### src/hw/rtl/ptgi_pkg.sv
// ----------------------------------------------------------------------------
// ptgi_pkg
// Shared constants and types for the periodic trilinear grid interpolator.
// ----------------------------------------------------------------------------
`default_nettype none

package ptgi_pkg;

    // Fixed field widths
    localparam int POS_W       = 21;
    localparam int VALUE_W     = 32;
    localparam int ADDR_W      = 15;
    localparam int STORE_DEPTH = 32768;

    // Eight corners of the interpolation cube
    localparam int CORNERS  = 8;
    localparam int CORNER_W = 3;

    // Operation codes
    localparam logic OP_WRITE  = 1'b0;
    localparam logic OP_INTERP = 1'b1;

    // Tag that travels with each corner through the MAC pipeline
    typedef struct packed {
        logic valid;
        logic first;
        logic last;
    } t_mac_ctrl;

endpackage

`default_nettype wire

### src/hw/rtl/ptgi_mac.sv
// ----------------------------------------------------------------------------
// ptgi_mac
// Corner pipeline: builds the trilinear weight, multiplies it with the grid
// value read from memory and accumulates eight corners; floors and saturates.
// ----------------------------------------------------------------------------
`default_nettype none

module ptgi_mac #(
    parameter int FRAC_BITS = 16,
    localparam int W_W = FRAC_BITS + 1
) (
    input  wire logic                                i_clk,
    input  wire logic                                i_rst_n,
    input  wire ptgi_pkg::t_mac_ctrl                 i_ctrl,
    input  wire logic        [W_W-1:0]               i_wx,
    input  wire logic        [W_W-1:0]               i_wy,
    input  wire logic        [W_W-1:0]               i_wz,
    input  wire logic signed [ptgi_pkg::VALUE_W-1:0] i_rd_data,
    output logic                                     o_valid,
    output logic signed      [ptgi_pkg::VALUE_W-1:0] o_result
);

    import ptgi_pkg::*;

    localparam int PROD_W = VALUE_W + W_W + 1;
    localparam int SUM_W  = PROD_W + 3;
    localparam int SH_W   = SUM_W - FRAC_BITS;

    t_mac_ctrl r_c1, r_c2, r_c3;

    logic        [2*W_W-1:0]   r_wxy;
    logic        [W_W-1:0]     r_wz1;
    logic        [2*W_W-1:0]   r_w;
    logic signed [VALUE_W-1:0] r_v;
    logic signed [PROD_W-1:0]  r_prod;
    logic signed [SUM_W-1:0]   r_acc;
    logic                      r_fin;
    logic                      r_valid;
    logic signed [VALUE_W-1:0] r_result;

    logic        [W_W-1:0]         w_wxy_t;
    logic        [W_W-1:0]         w_wt;
    logic signed [SUM_W-1:0]       w_prod_ext;
    logic signed [SH_W-1:0]        w_sh;
    logic        [SH_W-VALUE_W:0]  w_top;
    logic                          w_ovf;
    logic signed [VALUE_W-1:0]     w_sat;

    // Truncated weight products
    assign w_wxy_t    = r_wxy[FRAC_BITS +: W_W];
    assign w_wt       = r_w[FRAC_BITS +: W_W];
    assign w_prod_ext = SUM_W'(r_prod);

    // Floor by arithmetic shift, then saturate to 32 bits
    assign w_sh  = SH_W'(r_acc >>> FRAC_BITS);
    assign w_top = w_sh[SH_W-1:VALUE_W-1];
    assign w_ovf = !((w_top == '0) || (w_top == '1));
    always_comb begin
        if (w_ovf) begin
            w_sat = w_sh[SH_W-1] ? {1'b1, {(VALUE_W-1){1'b0}}}
                                 : {1'b0, {(VALUE_W-1){1'b1}}};
        end else begin
            w_sat = w_sh[VALUE_W-1:0];
        end
    end

    // Pipeline tags
    always_ff @(posedge i_clk) begin
        if (!i_rst_n) begin
            r_c1    <= '0;
            r_c2    <= '0;
            r_c3    <= '0;
            r_fin   <= 1'b0;
            r_valid <= 1'b0;
        end else begin
            r_c1    <= i_ctrl;
            r_c2    <= r_c1;
            r_c3    <= r_c2;
            r_fin   <= r_c3.valid && r_c3.last;
            r_valid <= r_fin;
        end
    end

    // Datapath: wx*wy, then *wz with memory data arriving, then value*weight
    always_ff @(posedge i_clk) begin
        r_wxy  <= i_wx * i_wy;
        r_wz1  <= i_wz;
        r_w    <= w_wxy_t * r_wz1;
        r_v    <= i_rd_data;
        r_prod <= r_v * $signed({1'b0, w_wt});
        if (r_c3.valid) begin
            r_acc <= r_c3.first ? w_prod_ext : r_acc + w_prod_ext;
        end
        if (r_fin) begin
            r_result <= w_sat;
        end
    end

    assign o_valid  = r_valid;
    assign o_result = r_result;

endmodule

`default_nettype wire

### config.mk
export PLATFORM = sky130hd
export DESIGN_NAME = ptgi_mac
export DESIGN_NICKNAME = d
export VERILOG_FILES = /design/src/hw/rtl/ptgi_pkg.sv /design/src/hw/rtl/ptgi_mac.sv
export SDC_FILE = /design/constraint.sdc
export NUM_CORES = 2
export LEC_CHECK = 0
export BUFFER_PORTS_ARGS = -buffer_cell sky130_fd_sc_hd__buf_2
export CORE_MARGIN = 2
export CORE_UTILIZATION = 45
export DETAILED_ROUTE_END_ITERATION = 16
export SLEW_MARGIN = 30
export SYNTH_ARGS = -nofsm -noshare
export SYNTH_HDL_FRONTEND = slang
export SYNTH_SLANG_ARGS = --single-unit
### constraint.sdc
create_clock -name i_clk -period 7.4 [get_ports i_clk]
set_clock_uncertainty 0.1 [all_clocks]
set_input_delay 1.48 -clock i_clk [delete_from_list [all_inputs] [get_ports i_clk]]
set_output_delay 1.48 -clock i_clk [all_outputs]
set_load 0.02 [all_outputs]
==> flow_metrics.py <==
metrics = {
    "timing": {
        "max_freq_mhz": 141,
        "period_share_pct": 95.7,
        "rsz0062_at_grt": "no",
        "max-slew-margin-rel_pct": 44.7,
        "worstMarginPinSlew_ns": 0.828,
        "drv_slew": 0,
        "setup_violations": 0,
        "setup-tns-final_ns": 0,
        "finalHoldViolCount": 0,
        "fin_hold_ws_ns": 0.338,
        "fin_crit_ns": 7.08,
    },
    "min_path": {
        "hold_class": "flip-flop to flip-flop",
        "hold_start": "r_c1[1]$_SDFF_PN0_",
        "hold_end": "r_c2[1]$_SDFF_PN0_",
        "worstHoldPathCells": 1,
    },
    "cells_and_area": {
        "fin_area_um2": 50000,
        "area_delta_synth_final_pct": 8.74,
        "fill_cells": 9704,
        "post-route-util_pct": 49.3,
        "drive_above_1_share_pct": 7.45,
        "nets": 6546,
    },
    "synth": {
        "syn-num-nets": 6401,
        "synth_edf_count": 85,
        "synthesis.instances": 4975,
        "ys_seq_area_share_pct": 11.8,
        "ys_ff_latch": 229,
        "netlist_area_um2": 46000,
        "synth_cell_types": 82,
        "yosys_warnings": 0,
        "ys.flop_type": "dfxtp_1",
        "async_flop_share_pct": 0,
        "avgSynthCellArea_um2": 9.25,
    },
    "clock_tree": {
        "clk_latency_ns": 0.64,
        "post_cts_resized": 0,
        "cts_sinks": 229,
        "numCtsBuffers": 30,
        "clk_pin_slew_ns": 0.06,
        "cts_tree": "done",
        "ctsHoldBuffers": 0,
        "clock_path_buffers": 3,
        "clockRootBuffer": "clkbuf_16",
        "h-tree-depth": 1,
    },
    "route": {
        "antenna_left": 0,
        "via_per_inst": 4.99,
        "wire_per_inst_um": 17.5,
        "dr.pass1.iters": 6,
        "drtIter0Drc": 1618,
        "routed_wl_um": 114000,
        "drc_errors": 0,
        "vias": 32480,
    },
    "global_routing": {
        "grt_pass1_vias": 35300,
        "overflow": 0,
        "grt_max_degree": 56,
        "antenna_found_initial": 2,
        "grt_pass1_wl_um": 189000,
        "grt.total_usage_pct": 22.7,
    },
    "setup_path": {
        "max_stage_delay_ns": 0.83,
        "r2r_cells": 22,
        "startpoint_type": "flip-flop",
        "r2r-start": "r_w[29]$_DFF_P_",
        "crit_required_ns": 7.81,
        "cp_cell_sequence": "buf_4 -> and2_1 -> fa_1 -> fa_1 -> fa_1 -> fa_1 -> fa_1 -> inv_1 -> fa_1 -> inv_1 -> ha_1 -> nand2_1 -> nor2_1 -> nand2_1 -> a211oi_1 -> buf_4 -> o31ai_2 -> o221ai_1 -> nor2_1 -> o21ai_1 -> a221oi_2 -> xnor2_1",
        "r2r-end": "r_prod[48]$_DFF_P_",
        "end_kind": "flip-flop",
        "path_max_fanout": 18,
        "cp.arrival_ns": 7.49,
        "cpMostUsedCell": "fa_1",
        "slowest_stage": "dfxtp_1",
        "path_class": "flip-flop to flip-flop",
        "r2r_setup_slack_ns": 0.32,
    },
    "die": {
        "initial_utilization_pct": 45.3,
        "fp.dieH_um": 324,
        "io_pins": 121,
        "num_rows": 117,
        "die_x_um": 324,
        "dieArea_um2": 105000,
        "core-area_um2": 102000,
    },
    "placement": {
        "port_buffers": 120,
        "dp_hpwl_um": 95800,
        "placed_area_um2": 49000,
        "gp_congestion": 0.905,
    },
    "flow_run": {
        "max-cap-violations": 0,
    },
    "outcome": {
        "outcome": "completed",
    },
}
## layout by cell type, fill, tap and decap left out, types with 12 or more instances in the layout
cell          n
o21a_1       20
a211oi_1     14
fa_1        964
o21ai_0     105
and2_1      566
nand2b_1     13
a21o_1      102
nor3_1       22
nand3_1      15
clkbuf_16    32
xor2_1       43
buf_4       177
nor2_1       77
xnor2_1      81
o21bai_1     18
a31oi_1      12
buf_2       120
o31ai_1      13
nand2_1     691
a21oi_1     112
ha_1        374
and3_1       17
dfxtp_1     142
inv_1      1153
nand4_1      17
edfxtp_1     85
nor2b_1      12
## synthesized netlist by cell type, drive strengths merged (12+ instances only)
| cell type | n | area share, % |
|---|---|---|
| xor2 | 43 | 0.82 |
| nand2 | 691 | 5.6 |
| fa | 964 | 42 |
| inv | 1153 | 9.4 |
| ha | 374 | 10 |
| nor2b | 12 | 0.16 |
| a21oi | 112 | 1.2 |
| o31ai | 16 | 0.29 |
| a21o | 102 | 1.7 |
| and2 | 566 | 7.7 |
| a31oi | 14 | 0.24 |
| clkbuf | 178 | 1.5 |
| xnor2 | 81 | 1.5 |
| nor3 | 23 | 0.27 |
| nor2 | 79 | 0.65 |
| nand4 | 17 | 0.23 |
| a21boi | 14 | 0.24 |
| dfxtp | 144 | 6.3 |
| a211oi | 15 | 0.26 |
| nand3 | 15 | 0.16 |
| nand2b | 13 | 0.18 |
| edfxtp | 85 | 5.5 |
| o21ai | 113 | 1.2 |
| o21a | 20 | 0.33 |
| o21bai | 18 | 0.29 |
| and3 | 19 | 0.26 |
## sequential cells by signal (all words and copies together) (netlist names)
name and flops:
r_c1 3, r_wz1 17, r_c2 3, r_w 17, r_c3 3, o_result 32, r_prod 50, o_valid 1
r_v 32, r_fin 1, r_acc 53, r_wxy 17
## area by class of cell
cell class | count | area (µm²) | share of cell area (%)
Multi-Input combinational cell | 3406 | 35500 | 71.0
Sequential cell | 229 | 5440 | 10.9
Inverter | 1154 | 4330 | 8.66
Timing Repair Buffer | 299 | 1970 | 3.94
Tap cell | 1368 | 1710 | 3.42
Clock buffer | 37 | 850 | 1.70
Clock inverter | 19 | 211 | 0.423
Antenna cell | 2 | 5.00 | 0.0100
## metal layers
layer	wire [µm]	track usage, %	vias up
met1	52800	32.3	16434
met4	2260	4.70	0
met5	0	0	-
met3	5330	2.25	133
met2	53700	37.9	748
li1	-	-	15165
## how the worst max path moves through the flow
stage / end / slack, ns / from / cells after the start
floorplan: r_wxy[32]$_DFF_P_ / 0.23 / i_wy[8] / 21
global placement: r_wxy[32]$_DFF_P_ / -0.21 / i_wx[8] / 24
finish: r_prod[48]$_DFF_P_ / 0.32 / r_w[29]$_DFF_P_ / 22
global route: r_prod[48]$_DFF_P_ / 0.01 / r_w[22]$_DFF_P_ / 24
detailed placement: r_wxy[32]$_DFF_P_ / -0.27 / i_wy[5] / 22
CTS: r_prod[47]$_DFF_P_ / 0.33 / r_v[11]$_DFF_P_ / 20
## timing repair
| item | 4_1_cts | 5_1_grt |
|---|---|---|
| endpoints found under the setup margin | 0 | 1 |
| buffers inserted | 0 | 0 |
| hold endpoints to repair | 0 | 0 |
## logic make-up after synthesis
group / Yosys count / synth area share, %
simple gates: 1458 / 15.6
buf+inv: 1340 / 11.0
fa+ha+maj: 1338 / 52.1
compound gates: 482 / 7.01
flops: 229 / 11.8
xor+xnor: 124 / 2.36
mux: 4 / 0.0924
## critical path, delay by kind of cell, from the launching register on
family / cells / cell delay [ns]
fa+ha+maj: 7 / 3.26
compound gates: 5 / 1.17
flops: 1 / 0.83
buf+inv: 4 / 0.67
simple gates: 5 / 0.67
xor+xnor: 1 / 0.23
## through the flow
step                      cells  setup slack (ns)
after floorplan            4975             0.230
after global placement     6456            -0.207
after detailed placement   6456            -0.265
after CTS                  6512             0.326
after global routing       6512            0.0133
final                      6514             0.322
Power is left out: the tool's default activity adds up to more than one toggle a clock period on the data nets, which glitch-free logic cannot reach.
