### src/hw/rtl/ptgi_pkg.sv
// ----------------------------------------------------------------------------
// ptgi_pkg
// Shared constants and types for the periodic trilinear grid interpolator.
// ----------------------------------------------------------------------------
`default_nettype none

package ptgi_pkg;

    // Fixed field widths
    localparam int POS_W       = 21;
    localparam int VALUE_W     = 32;
    localparam int ADDR_W      = 15;
    localparam int STORE_DEPTH = 32768;

    // Eight corners of the interpolation cube
    localparam int CORNERS  = 8;
    localparam int CORNER_W = 3;

    // Operation codes
    localparam logic OP_WRITE  = 1'b0;
    localparam logic OP_INTERP = 1'b1;

    // Tag that travels with each corner through the MAC pipeline
    typedef struct packed {
        logic valid;
        logic first;
        logic last;
    } t_mac_ctrl;

endpackage

`default_nettype wire

### src/hw/rtl/ptgi_axis.sv
// ----------------------------------------------------------------------------
// ptgi_axis
// One axis of the query: splits the position into cell and offset, wraps the
// cell index with a reciprocal-multiply remainder, picks neighbor and weights.
// ----------------------------------------------------------------------------
`default_nettype none

module ptgi_axis #(
    parameter int CELLS     = 32,
    parameter int FRAC_BITS = 16,
    localparam int CELL_W = $clog2(CELLS),
    localparam int W_W    = FRAC_BITS + 1
) (
    input  wire logic                       i_clk,
    input  wire logic                       i_rst_n,
    input  wire logic                       i_start,
    input  wire logic                       i_centred,
    input  wire logic [ptgi_pkg::POS_W-1:0] i_pos,
    output logic                            o_done,
    output logic      [CELL_W-1:0]          o_base,
    output logic      [CELL_W-1:0]          o_nbr,
    output logic      [W_W-1:0]             o_w_base,
    output logic      [W_W-1:0]             o_w_nbr
);

    import ptgi_pkg::*;

    localparam int INT_W  = (POS_W > FRAC_BITS) ? POS_W - FRAC_BITS : 1;
    localparam int PROD_W = 2 * INT_W + 1;
    localparam int CMP_W  = (INT_W > CELL_W) ? INT_W : CELL_W + 1;
    localparam int EXT_W  = POS_W + FRAC_BITS;

    localparam logic [FRAC_BITS-1:0] HALF      = FRAC_BITS'(1 << (FRAC_BITS - 1));
    localparam logic [W_W-1:0]       ONE       = W_W'(1 << FRAC_BITS);
    // floor(2^INT_W / CELLS): the quotient estimate is exact or one low
    localparam logic [PROD_W-1:0]    RECIP     = PROD_W'((1 << INT_W) / CELLS);
    localparam logic [INT_W-1:0]     CELLS_Q   = INT_W'(CELLS);
    localparam logic [CMP_W-1:0]     CELLS_C   = CMP_W'(CELLS);
    localparam logic [CELL_W-1:0]    LAST_CELL = CELL_W'(CELLS - 1);

    logic [EXT_W-1:0]     w_ext;
    logic [FRAC_BITS-1:0] w_frac;
    logic [POS_W-1:0]     w_int_full;
    logic                 w_below;
    logic [FRAC_BITS-1:0] w_d;
    logic [PROD_W-1:0]    w_prod;
    logic [INT_W-1:0]     w_rem_est;
    logic [CMP_W-1:0]     w_rem_ext;

    logic [INT_W-1:0]     r_int;
    logic [INT_W-1:0]     r_quot;
    logic [CELL_W-1:0]    r_rem;
    logic                 r_int_vld;
    logic                 r_quot_vld;
    logic                 r_done;
    logic                 r_down;
    logic [FRAC_BITS-1:0] r_d;

    // Split position into integer cell and fraction
    assign w_ext      = {{FRAC_BITS{1'b0}}, i_pos};
    assign w_frac     = w_ext[FRAC_BITS-1:0];
    assign w_int_full = i_pos >> FRAC_BITS;
    assign w_below    = i_centred && (w_frac < HALF);

    // Offset magnitude: from the center or from the corner
    always_comb begin
        if (!i_centred) begin
            w_d = w_frac;
        end else if (w_below) begin
            w_d = HALF - w_frac;
        end else begin
            w_d = w_frac - HALF;
        end
    end

    // Quotient estimate, then remainder with one correcting subtract
    assign w_prod    = PROD_W'(r_int) * RECIP;
    assign w_rem_est = r_int - r_quot * CELLS_Q;
    assign w_rem_ext = CMP_W'(w_rem_est);

    // Step sequencing: integer loaded, quotient ready, remainder ready
    always_ff @(posedge i_clk) begin
        if (!i_rst_n) begin
            r_int_vld  <= 1'b0;
            r_quot_vld <= 1'b0;
            r_done     <= 1'b0;
        end else begin
            r_int_vld  <= i_start;
            r_quot_vld <= r_int_vld;
            r_done     <= r_quot_vld;
        end
    end

    // Datapath registers
    always_ff @(posedge i_clk) begin
        if (i_start) begin
            r_int  <= INT_W'(w_int_full);
            r_down <= w_below;
            r_d    <= w_d;
        end
        if (r_int_vld) begin
            r_quot <= w_prod[INT_W +: INT_W];
        end
        if (r_quot_vld) begin
            r_rem <= (w_rem_ext >= CELLS_C) ? CELL_W'(w_rem_ext - CELLS_C)
                                            : CELL_W'(w_rem_ext);
        end
    end

    // Neighbor wraps around the grid edge
    always_comb begin
        if (r_down) begin
            o_nbr = (r_rem == '0) ? LAST_CELL : r_rem - CELL_W'(1);
        end else begin
            o_nbr = (r_rem == LAST_CELL) ? '0 : r_rem + CELL_W'(1);
        end
    end

    assign o_done   = r_done;
    assign o_base   = r_rem;
    assign o_w_nbr  = {1'b0, r_d};
    assign o_w_base = ONE - {1'b0, r_d};

endmodule

`default_nettype wire

### config.mk
export PLATFORM = sky130hd
export DESIGN_NAME = ptgi_axis
export DESIGN_NICKNAME = d
export VERILOG_FILES = /design/src/hw/rtl/ptgi_pkg.sv /design/src/hw/rtl/ptgi_axis.sv
export SDC_FILE = /design/constraint.sdc
export NUM_CORES = 1
export LEC_CHECK = 0
export ABC_CLOCK_PERIOD_IN_PS = 2550
export BUFFER_PORTS_ARGS = -buffer_cell sky130_fd_sc_hd__buf_4
export CORE_MARGIN = 2
export CORE_UTILIZATION = 40
export CTS_CLUSTER_DIAMETER = 100
export CTS_CLUSTER_SIZE = 30
export DETAILED_ROUTE_END_ITERATION = 12
export GPL_TIMING_DRIVEN = 0
export PLACE_DENSITY = 0.68
export REMOVE_ABC_BUFFERS = 1
export SETUP_SLACK_MARGIN = 0.15
export SYNTH_ARGS = -nofsm -noshare
export SYNTH_HDL_FRONTEND = slang
export SYNTH_SLANG_ARGS = --single-unit
### constraint.sdc
create_clock -name i_clk -period 2.55 [get_ports i_clk]
set_input_delay 0.51 -clock i_clk [delete_from_list [all_inputs] [get_ports i_clk]]
set_output_delay 0.51 -clock i_clk [all_outputs]
set_load 0.01 [all_outputs]
==> results of run 1 <==
-- power breakdown --
part	internal, mW	switching [mW]	leakage [nW]	total (mW)
clock	0.187	0.155	0.0426	0.342
sequential	0.585	0.0363	0.286	0.621
combinational	0.187	0.157	0.781	0.345
-- metrics by stage --
step                setup slack [ps]  total power [mW]  utilization [%]  TNS (ps)
global route                  -117.5             1.373            65.00    -565.2
floorplan                      287.9            0.7535                -         0
CTS                           -44.03             1.299            61.76    -83.69
detailed placement             141.8            0.9225            55.82         0
global placement               132.3            0.9185            55.82         0
finish                        -52.07             1.308            65.00    -124.3
-- logic make-up after synthesis --
group / after synthesis / synth area share (%)
compound gates: 23 / 8.219
xor+xnor: 29 / 14.64
fa+ha+maj: 5 / 3.605
buf+inv: 15 / 3.749
flops: 30 / 50.18
other cells: 1 / 0.2161
simple gates: 51 / 19.39
-- worst max-delay path, stage by stage, from the launching register on --
cell	delay (ps)
edfxtp_1	380
or3_4	410
or4_4	560
buf_6	150
nor2_4	70
xnor2_1	110
buf_4	140
-- per-layer routing --
metal / global-route usage [%] / up-vias
li1: - / 740
met1: 19.37 / 652
met2: 26.67 / 36
met3: 2.742 / 9
met4: 6.410 / 0
met5: 0 / -
-- worst max path at each step --
stage	to	slack [ps]	cells after the start	startpoint
finish	o_w_base[13]	-50	6	r_d[2]$_DFFE_PP_
global route	o_w_base[11]	-120	5	r_d[2]$_DFFE_PP_
CTS	o_w_base[15]	-40	5	r_d[3]$_DFFE_PP_
detailed placement	o_w_base[12]	140	5	r_d[3]$_DFFE_PP_
global placement	o_w_base[12]	130	5	r_d[2]$_DFFE_PP_
floorplan	o_w_base[15]	290	4	r_d[3]$_DFFE_PP_
-- layout make-up --
cell class | count | area, µm²
Tap cell | 50 | 62.56
Fill cell | 337 | 1430
Multi-Input combinational cell | 109 | 902.1
Timing Repair Buffer | 91 | 701.9
Clock inverter | 2 | 8.758
Clock buffer | 6 | 72.57
Sequential cell | 30 | 870.8
Inverter | 10 | 37.54
-- Yosys cell counts (2+ instances only) --
| master | n | area (µm²) |
|---|---|---|
| a21oi_1 | 11 | 55.05 |
| and2_1 | 3 | 18.77 |
| buf_4 | 2 | 15.01 |
| clkbuf_1 | 2 | 7.510 |
| dfxtp_1 | 3 | 60.06 |
| edfxtp_1 | 27 | 810.8 |
| ha_1 | 5 | 62.56 |
| inv_1 | 10 | 37.54 |
| nand2_1 | 3 | 11.26 |
| nand4b_1 | 2 | 17.52 |
| nor2_1 | 15 | 56.30 |
| nor3_1 | 6 | 30.03 |
| nor3_2 | 4 | 40.04 |
| nor4_2 | 2 | 25.02 |
| o211ai_1 | 2 | 15.01 |
| o21ai_0 | 2 | 10.01 |
| o31ai_1 | 2 | 15.01 |
| or3_1 | 3 | 18.77 |
| or3_4 | 2 | 22.52 |
| or4_1 | 2 | 15.01 |
| xnor2_1 | 17 | 148.9 |
| xor2_1 | 12 | 105.1 |
-- flip-flops by register name, indices dropped and copies added (netlist names) --
name and flops:
r_d 16, o_base 5, r_int 5, o_done 1
r_down 1, r_int_vld 1, r_quot_vld 1
-- timing repair --
action	in CTS	in global routing
gates cloned	0	0
setup endpoints to repair	13	13
setup buffers	15	8
pin swaps	11	12
gates resized for setup	11	14
==> results.yml, run 1 <==
die:
  placementRows: 23
  core_area_um2: 4086
  die_x_um: 69.87
  die_y_um: 69.87
  die_area_um2: 4881
  start_util_pct: 42.47
  ios: 70
worst_hold_path:
  hold_end: "r_int[4]$_DFFE_PP_"
  hold_path_class: "primary input to flop"
  holdPathStages: 1
  min-delay-start: "i_pos[20]"
setup_path:
  regToRegSetupSlack_ps: 1770
  arrival_ps: 2090
  cp_max_fo: 5
  reg2reg_depth: 0
  rr_endpoint: "o_base[1]$_DFFE_PP_"
  path_class: "flop to primary output"
  r2r_start: "r_quot_vld$_SDFF_PN0_"
  cp-start-kind: "flop"
  crit_required_ps: 2040
  endpoint_kind: "primary output"
global_route:
  globalRouteOverflowTotal: 0
  grt_pass1_vias: 1351
  antenna_found_initial: 0
  grt_pass1_wl_mm: 6.134
  grt_max_degree: 24
  track_usage_pct: 15.58
sta:
  setup_viol: 4
  relSlewSlack_pct: 65.23
  rsz0062_at_grt: "yes"
  fin_crit_ps: 2602
  holdWs_ps: 408.0
  report.final.slew_viol_count: 0
  fin_crit_sh_pct: 102.0
  fmax_ghz: 0.3843
  layout_setup_ws_ps: -52.07
  finClkSkew_ps: 0.4018
  worstMarginPinSlew_ps: 521.5
  hold_viol: 0
synth:
  synthArstFlopShare_pct: 0
  synth-edff-count: 27
  synth_ff_type: "edfxtp_1"
  synth_cell_types: 39
  synth.avg_cell_area_um2: 11.27
  synth_seq_area_share_pct: 50.18
  synth_cells: 154
  synth-seq-cells: 30
  synthesis.area_um2: 1735
  yosys_warnings: 0
placement:
  gp_congestion: 0.8021
  dpl.cell_count: 267
  dpl_cell_area_um2: 2281
  dp_hpwl_mm: 2.823
  portBuffers: 68
drt:
  ant_nets: 0
  vias_per_cell: 4.822
  drt_wl_total_mm: 3.944
  route.met2.wl_mm: 2.024
  dr.pass1.iters: 4
  met1_length_mm: 1.711
  vias: 1437
  route.detailed.drc: 0
  wl_per_cell_um: 13.23
  wl_met3_um: 143
  highest_layer: "met4"
  first_iter_violations: 45
pwr:
  max-vdd-ir-drop_mv: 0.3517
  p_leak_nw: 1.110
  p_per_area_nw_per_um2: 492.3
run_status:
  violations: "negative setup slack"
  outcome: "finished, violations left"
clock_tree:
  cts_tree: "done"
  cts_buffers: 5
  cts_buffer_depth: 2
  htree_levels: 2
  cts.sinks: 30
  cts_hold_buf: 0
  clock-root-buffer: "clkbuf_8"
  clk_pin_slew_ps: 60
  clock_latency_ps: 270
layout:
  final_cell_mix: "86 x buf_4, 27 x edfxtp_1, 17 x xnor2_1, 13 x nor2_1, 12 x xor2_1"
  diodes: 0
  fin_area_um2: 2656
  syn_to_final_growth_pct: 53.06
  fin_cells: 298
  nNetsFinal: 277
  drive_above_1_share_pct: 47.98
  final_common_cell: "buf_4"
run:
  drv_cap: 0
No activity file was read; power rests on OpenSTA's default activity.
==> run 2: changes to the inputs <==
- CORE_UTILIZATION: 40 -> 35
- PLACE_DENSITY: 0.68 -> not set
==> results.yml, run 2 (synthesized netlist as in run 1, its figures left out) <==
run_status:
  outcome: "finished, violations left"
  violations: "negative setup slack"
setup_path:
  critPathLaunch: "r_d[3]$_DFFE_PP_"
  regToRegSetupSlack_ps: 1780
  cp-start-kind: "flop"
  reg2reg_depth: 0
  r2r_start: "r_quot_vld$_SDFF_PN0_"
  endpoint_kind: "primary output"
  critPathMaxStageDelay_ps: 480
  crit_required_ps: 2040
  path_cells: "or3_4, or4_4, nor4_4, xnor2_1, buf_4"
  path_delay_family: "simple AND/OR/NAND/NOR gates"
  cp_max_fo: 5
  cp_num_buf_inv: 1
  worstSetupPathDepth: 5
  crit_end: "o_w_base[15]"
  rr_endpoint: "o_base[3]$_DFFE_PP_"
  arrival_ps: 2110
  path_class: "flop to primary output"
  slowest_stage: "or4_4"
worst_hold_path:
  hold_path_class: "primary input to flop"
layout:
  fin_cells: 307
  regMostFlops: "r_d"
  nNetsFinal: 269
  largest_register_ffs: 16
  final_common_cell: "buf_4"
  final_cell_mix: "81 x buf_4, 27 x edfxtp_1, 17 x xnor2_1, 12 x xor2_1, 11 x nor2_1"
  drive_above_1_share_pct: 46.25
  diodes: 0
  syn_to_final_growth_pct: 49.68
clock_tree:
  cts_hold_buf: 0
  cts.sinks: 30
  htree_levels: 2
  clock-root-buffer: "clkbuf_8"
  cts_buffer_depth: 2
  cts_buffers: 5
  clk_pin_slew_ps: 60
  clock_latency_ps: 270
  cts_tree: "done"
drt:
  drt_wl_total_mm: 3.769
  wl_per_cell_um: 12.28
  dr.pass1.iters: 4
  first_iter_violations: 52
  vias_per_cell: 4.616
  vias: 1417
  route.detailed.drc: 0
  ant_nets: 0
global_route:
  globalRouteOverflowTotal: 0
  track_usage_pct: 13.69
  grt_max_degree: 24
  grt_pass1_vias: 1310
  antenna_found_initial: 0
  grt_pass1_wl_mm: 5.789
sta:
  report.final.slew_viol_count: 0
  fmax_ghz: 0.3822
  setup_viol: 5
  finClkSkew_ps: 0.8440
  rsz0062_at_grt: "yes"
  fin_crit_ps: 2617
  hold_viol: 0
  layout_setup_ws_ps: -66.66
  holdWs_ps: 409.9
  fin_crit_sh_pct: 102.6
placement:
  dp_hpwl_mm: 2.807
  portBuffers: 68
  pre_cts_slack_ps: 131.8
  dpl.cell_count: 284
  gp_congestion: 0.8041
run:
  drv_cap: 0
die:
  start_util_pct: 36.50
  die_area_um2: 5538
  die_y_um: 74.42
  core_area_um2: 4755
  placementRows: 25
  ios: 70
  die_x_um: 74.42
pwr:
  p_leak_nw: 1.052
  max-vdd-ir-drop_mv: 0.3088
  p_per_area_nw_per_um2: 505.2
-- run 2: how the worst min path moves through the flow --
| stage | startpoint | end | slack [ps] | cells after the start |
|---|---|---|---|---|
| 2_1_floorplan | r_int[0]$_DFFE_PP_ | o_base[0]$_DFFE_PP_ | 400 | 0 |
| 3_3_place_gp | r_int[3]$_DFFE_PP_ | o_base[3]$_DFFE_PP_ | 400 | 0 |
| 3_5_place_dp | r_int[0]$_DFFE_PP_ | o_base[0]$_DFFE_PP_ | 400 | 0 |
| 4_1_cts | i_pos[19] | r_int[3]$_DFFE_PP_ | 400 | 1 |
| 5_1_grt | i_pos[18] | r_int[2]$_DFFE_PP_ | 400 | 1 |
| 6_report | i_pos[20] | r_int[4]$_DFFE_PP_ | 410 | 1 |
-- run 2: timing repair --
| item | CTS | global route |
|---|---|---|
| cloned | 0 | 0 |
| pin swaps | 10 | 5 |
| resized for setup | 12 | 9 |
| hold endpoints to repair | 0 | 0 |
| setup buffers | 14 | 1 |
| endpoints found under the setup margin | 13 | 13 |
-- run 2: final cells by class --
cell class / instances / area (µm²)
clock buffers: 8 / 90.09
well taps: 67 / 83.83
multi-input cells: 109 / 884.6
flip-flops and latches: 30 / 870.8
inverters: 10 / 37.54
fillers: 451 / 2157
repair buffers: 83 / 630.6
-- run 2: layer usage --
| metal | track usage, % | vias up | routed length (µm) |
|---|---|---|---|
| li1 | - | 731 | - |
| met1 | 18.39 | 642 | 1699 |
| met2 | 20.94 | 38 | 1818 |
| met3 | 3.117 | 6 | 198 |
| met4 | 6.548 | 0 | 52 |
| met5 | 0 | - | 0 |
-- run 2: metrics by stage --
stage / total power [mW] / cell area [µm²] / util (%) / TNS (ps)
2_1_floorplan: 0.7535 / 1708 / - / 0
3_3_place_gp: 0.9180 / 2302 / 48.42 / 0
5_1_grt: 1.376 / 2597 / 54.63 / -804.1
4_1_cts: 1.319 / 2537 / 53.37 / -320.0
6_report: 1.312 / 2597 / 54.63 / -256.7
3_5_place_dp: 0.9212 / 2302 / 48.42 / 0
-- run 2: report_power, final --
part,total (mW),internal (mW),switching (mW)
Sequential,0.621,0.585,0.0363
Combinational,0.322,0.173,0.149
Clock,0.369,0.219,0.150
Total,1.31,0.977,0.335
==> run 3: changes to the inputs <==
- CORE_UTILIZATION: 35 -> 36
==> results.yml, run 3 (synthesized netlist as in run 1, its figures left out) <==
sta:
  hold_viol: 0
  fmax_ghz: 0.3835
  holdWs_ps: 406.6
  finClkSkew_ps: 7.803
  worstMarginPinSlew_ps: 532.1
  fin_crit_sh_pct: 102.3
  rsz0062_at_grt: "yes"
  report.final.slew_viol_count: 0
  setup_viol: 5
  setup_tns_ps: -141.2
  fin_crit_ps: 2608
  relSlewSlack_pct: 64.53
  layout_setup_ws_ps: -57.85
drt:
  route.detailed.drc: 0
  vias_per_cell: 4.839
  dr.pass1.iters: 5
  first_iter_violations: 36
  wl_per_cell_um: 12.68
  ant_nets: 0
  drt_wl_total_mm: 3.778
  vias: 1442
pwr:
  p_leak_nw: 1.092
  p_sw_share_pct: 25.23
  seqPwrFrac_pct: 44.2
  p_int_mw: 1.054
  pwr-share-clk_pct: 32.1
  power.total_mw: 1.409
  p_sw_uw: 355.6
  max-vdd-ir-drop_mv: 0.3093
  p_per_area_nw_per_um2: 530.4
  comb_power_share_pct: 23.8
clock_tree:
  clock-root-buffer: "clkbuf_8"
  htree_levels: 2
  clock_latency_ps: 280
  cts_hold_buf: 0
  cts_buffers: 5
  cts_buffer_depth: 2
  cts_tree: "done"
  clk_pin_slew_ps: 60
  cts.sinks: 30
layout:
  largest_register_ffs: 16
  syn_to_final_growth_pct: 53.14
  fin_cells: 298
  regMostFlops: "r_d"
  nNetsFinal: 273
  drive_above_1_share_pct: 48.77
  diodes: 0
  final_common_cell: "buf_4"
  fin_util_pct: 56.64
  final_cell_mix: "86 x buf_4, 27 x edfxtp_1, 17 x xnor2_1, 12 x nor2_1, 12 x xor2_1"
  fin_area_um2: 2658
setup_path:
  cp-start-kind: "flop"
  endpoint_kind: "primary output"
  path_class: "flop to primary output"
  crit_required_ps: 2040
  arrival_ps: 2100
  cp_max_fo: 5
die:
  die_x_um: 73.43
  start_util_pct: 36.99
  ios: 70
  die_area_um2: 5392
  core_area_um2: 4692
  die_y_um: 73.43
  placementRows: 25
worst_hold_path:
  hold_path_class: "primary input to flop"
global_route:
  grt_pass1_wl_mm: 5.637
  antenna_found_initial: 0
  globalRouteOverflowTotal: 0
  track_usage_pct: 13.66
  grt_max_degree: 24
  grt_pass1_vias: 1229
placement:
  dpl_cell_area_um2: 2286
  portBuffers: 68
  pre_cts_slack_ps: 150.3
  dpl.cell_count: 271
  dp_hpwl_mm: 2.803
  gp_congestion: 0.7798
run_status:
  violations: "negative setup slack"
  outcome: "finished, violations left"
run:
  drv_cap: 0
[run 3: worst paths after layout]
path / from / end / slack, ps / cells after the start
worst max register to register: r_quot_vld$_SDFF_PN0_ / o_base[2]$_DFFE_PP_ / 1780 / 0
worst max-delay path: r_d[3]$_DFFE_PP_ / o_w_base[15] / -60 / 5
worst min-delay path: i_pos[19] / r_int[3]$_DFFE_PP_ / 410 / 1
worst min register to register: r_int[4]$_DFFE_PP_ / o_base[4]$_DFFE_PP_ / 420 / 0
[run 3: power by group through the flow]
stage          clock network [mW]  logic, mW  registers, mW
2_1_floorplan                   0      0.106          0.647
5_1_grt                     0.486      0.363          0.627
3_5_place_dp                    0      0.279          0.644
3_3_place_gp                    0      0.278          0.642
4_1_cts                     0.464      0.317          0.622
6_report                    0.452      0.335          0.622
[run 3: repair_timing]
item                       CTS  global route
setup endpoints to repair   13            13
buffers inserted            13             6
resized for setup            9            14
cloned                       0             0
pin swaps                    7             4
[run 3: metal layers]
layer,GRT usage (%),wire length (µm),share of wire [%],vias to the layer above
met1,18.99,1758,47,664
met5,0,0,0,-
met4,6.667,64,1.7,0
li1,-,-,-,734
met2,20.42,1798,48,40
met3,2.606,157,4.2,4
[run 3: final cells by class]
type | count | area [µm²]
timing repair buffer | 87 | 656.9
inverter | 10 | 37.54
fill | 445 | 2034
sequential | 30 | 870.8
tap | 54 | 67.56
clock buffer | 5 | 68.82
clock inverter | 3 | 40.04
multi-input combinational | 109 | 915.9
[run 3: critical path, cell delays in order (launching register included)]
cell	delay (ps)
edfxtp_1	410
or3_4	420
or4_4	480
nor4_4	240
xnor2_1	140
buf_4	140
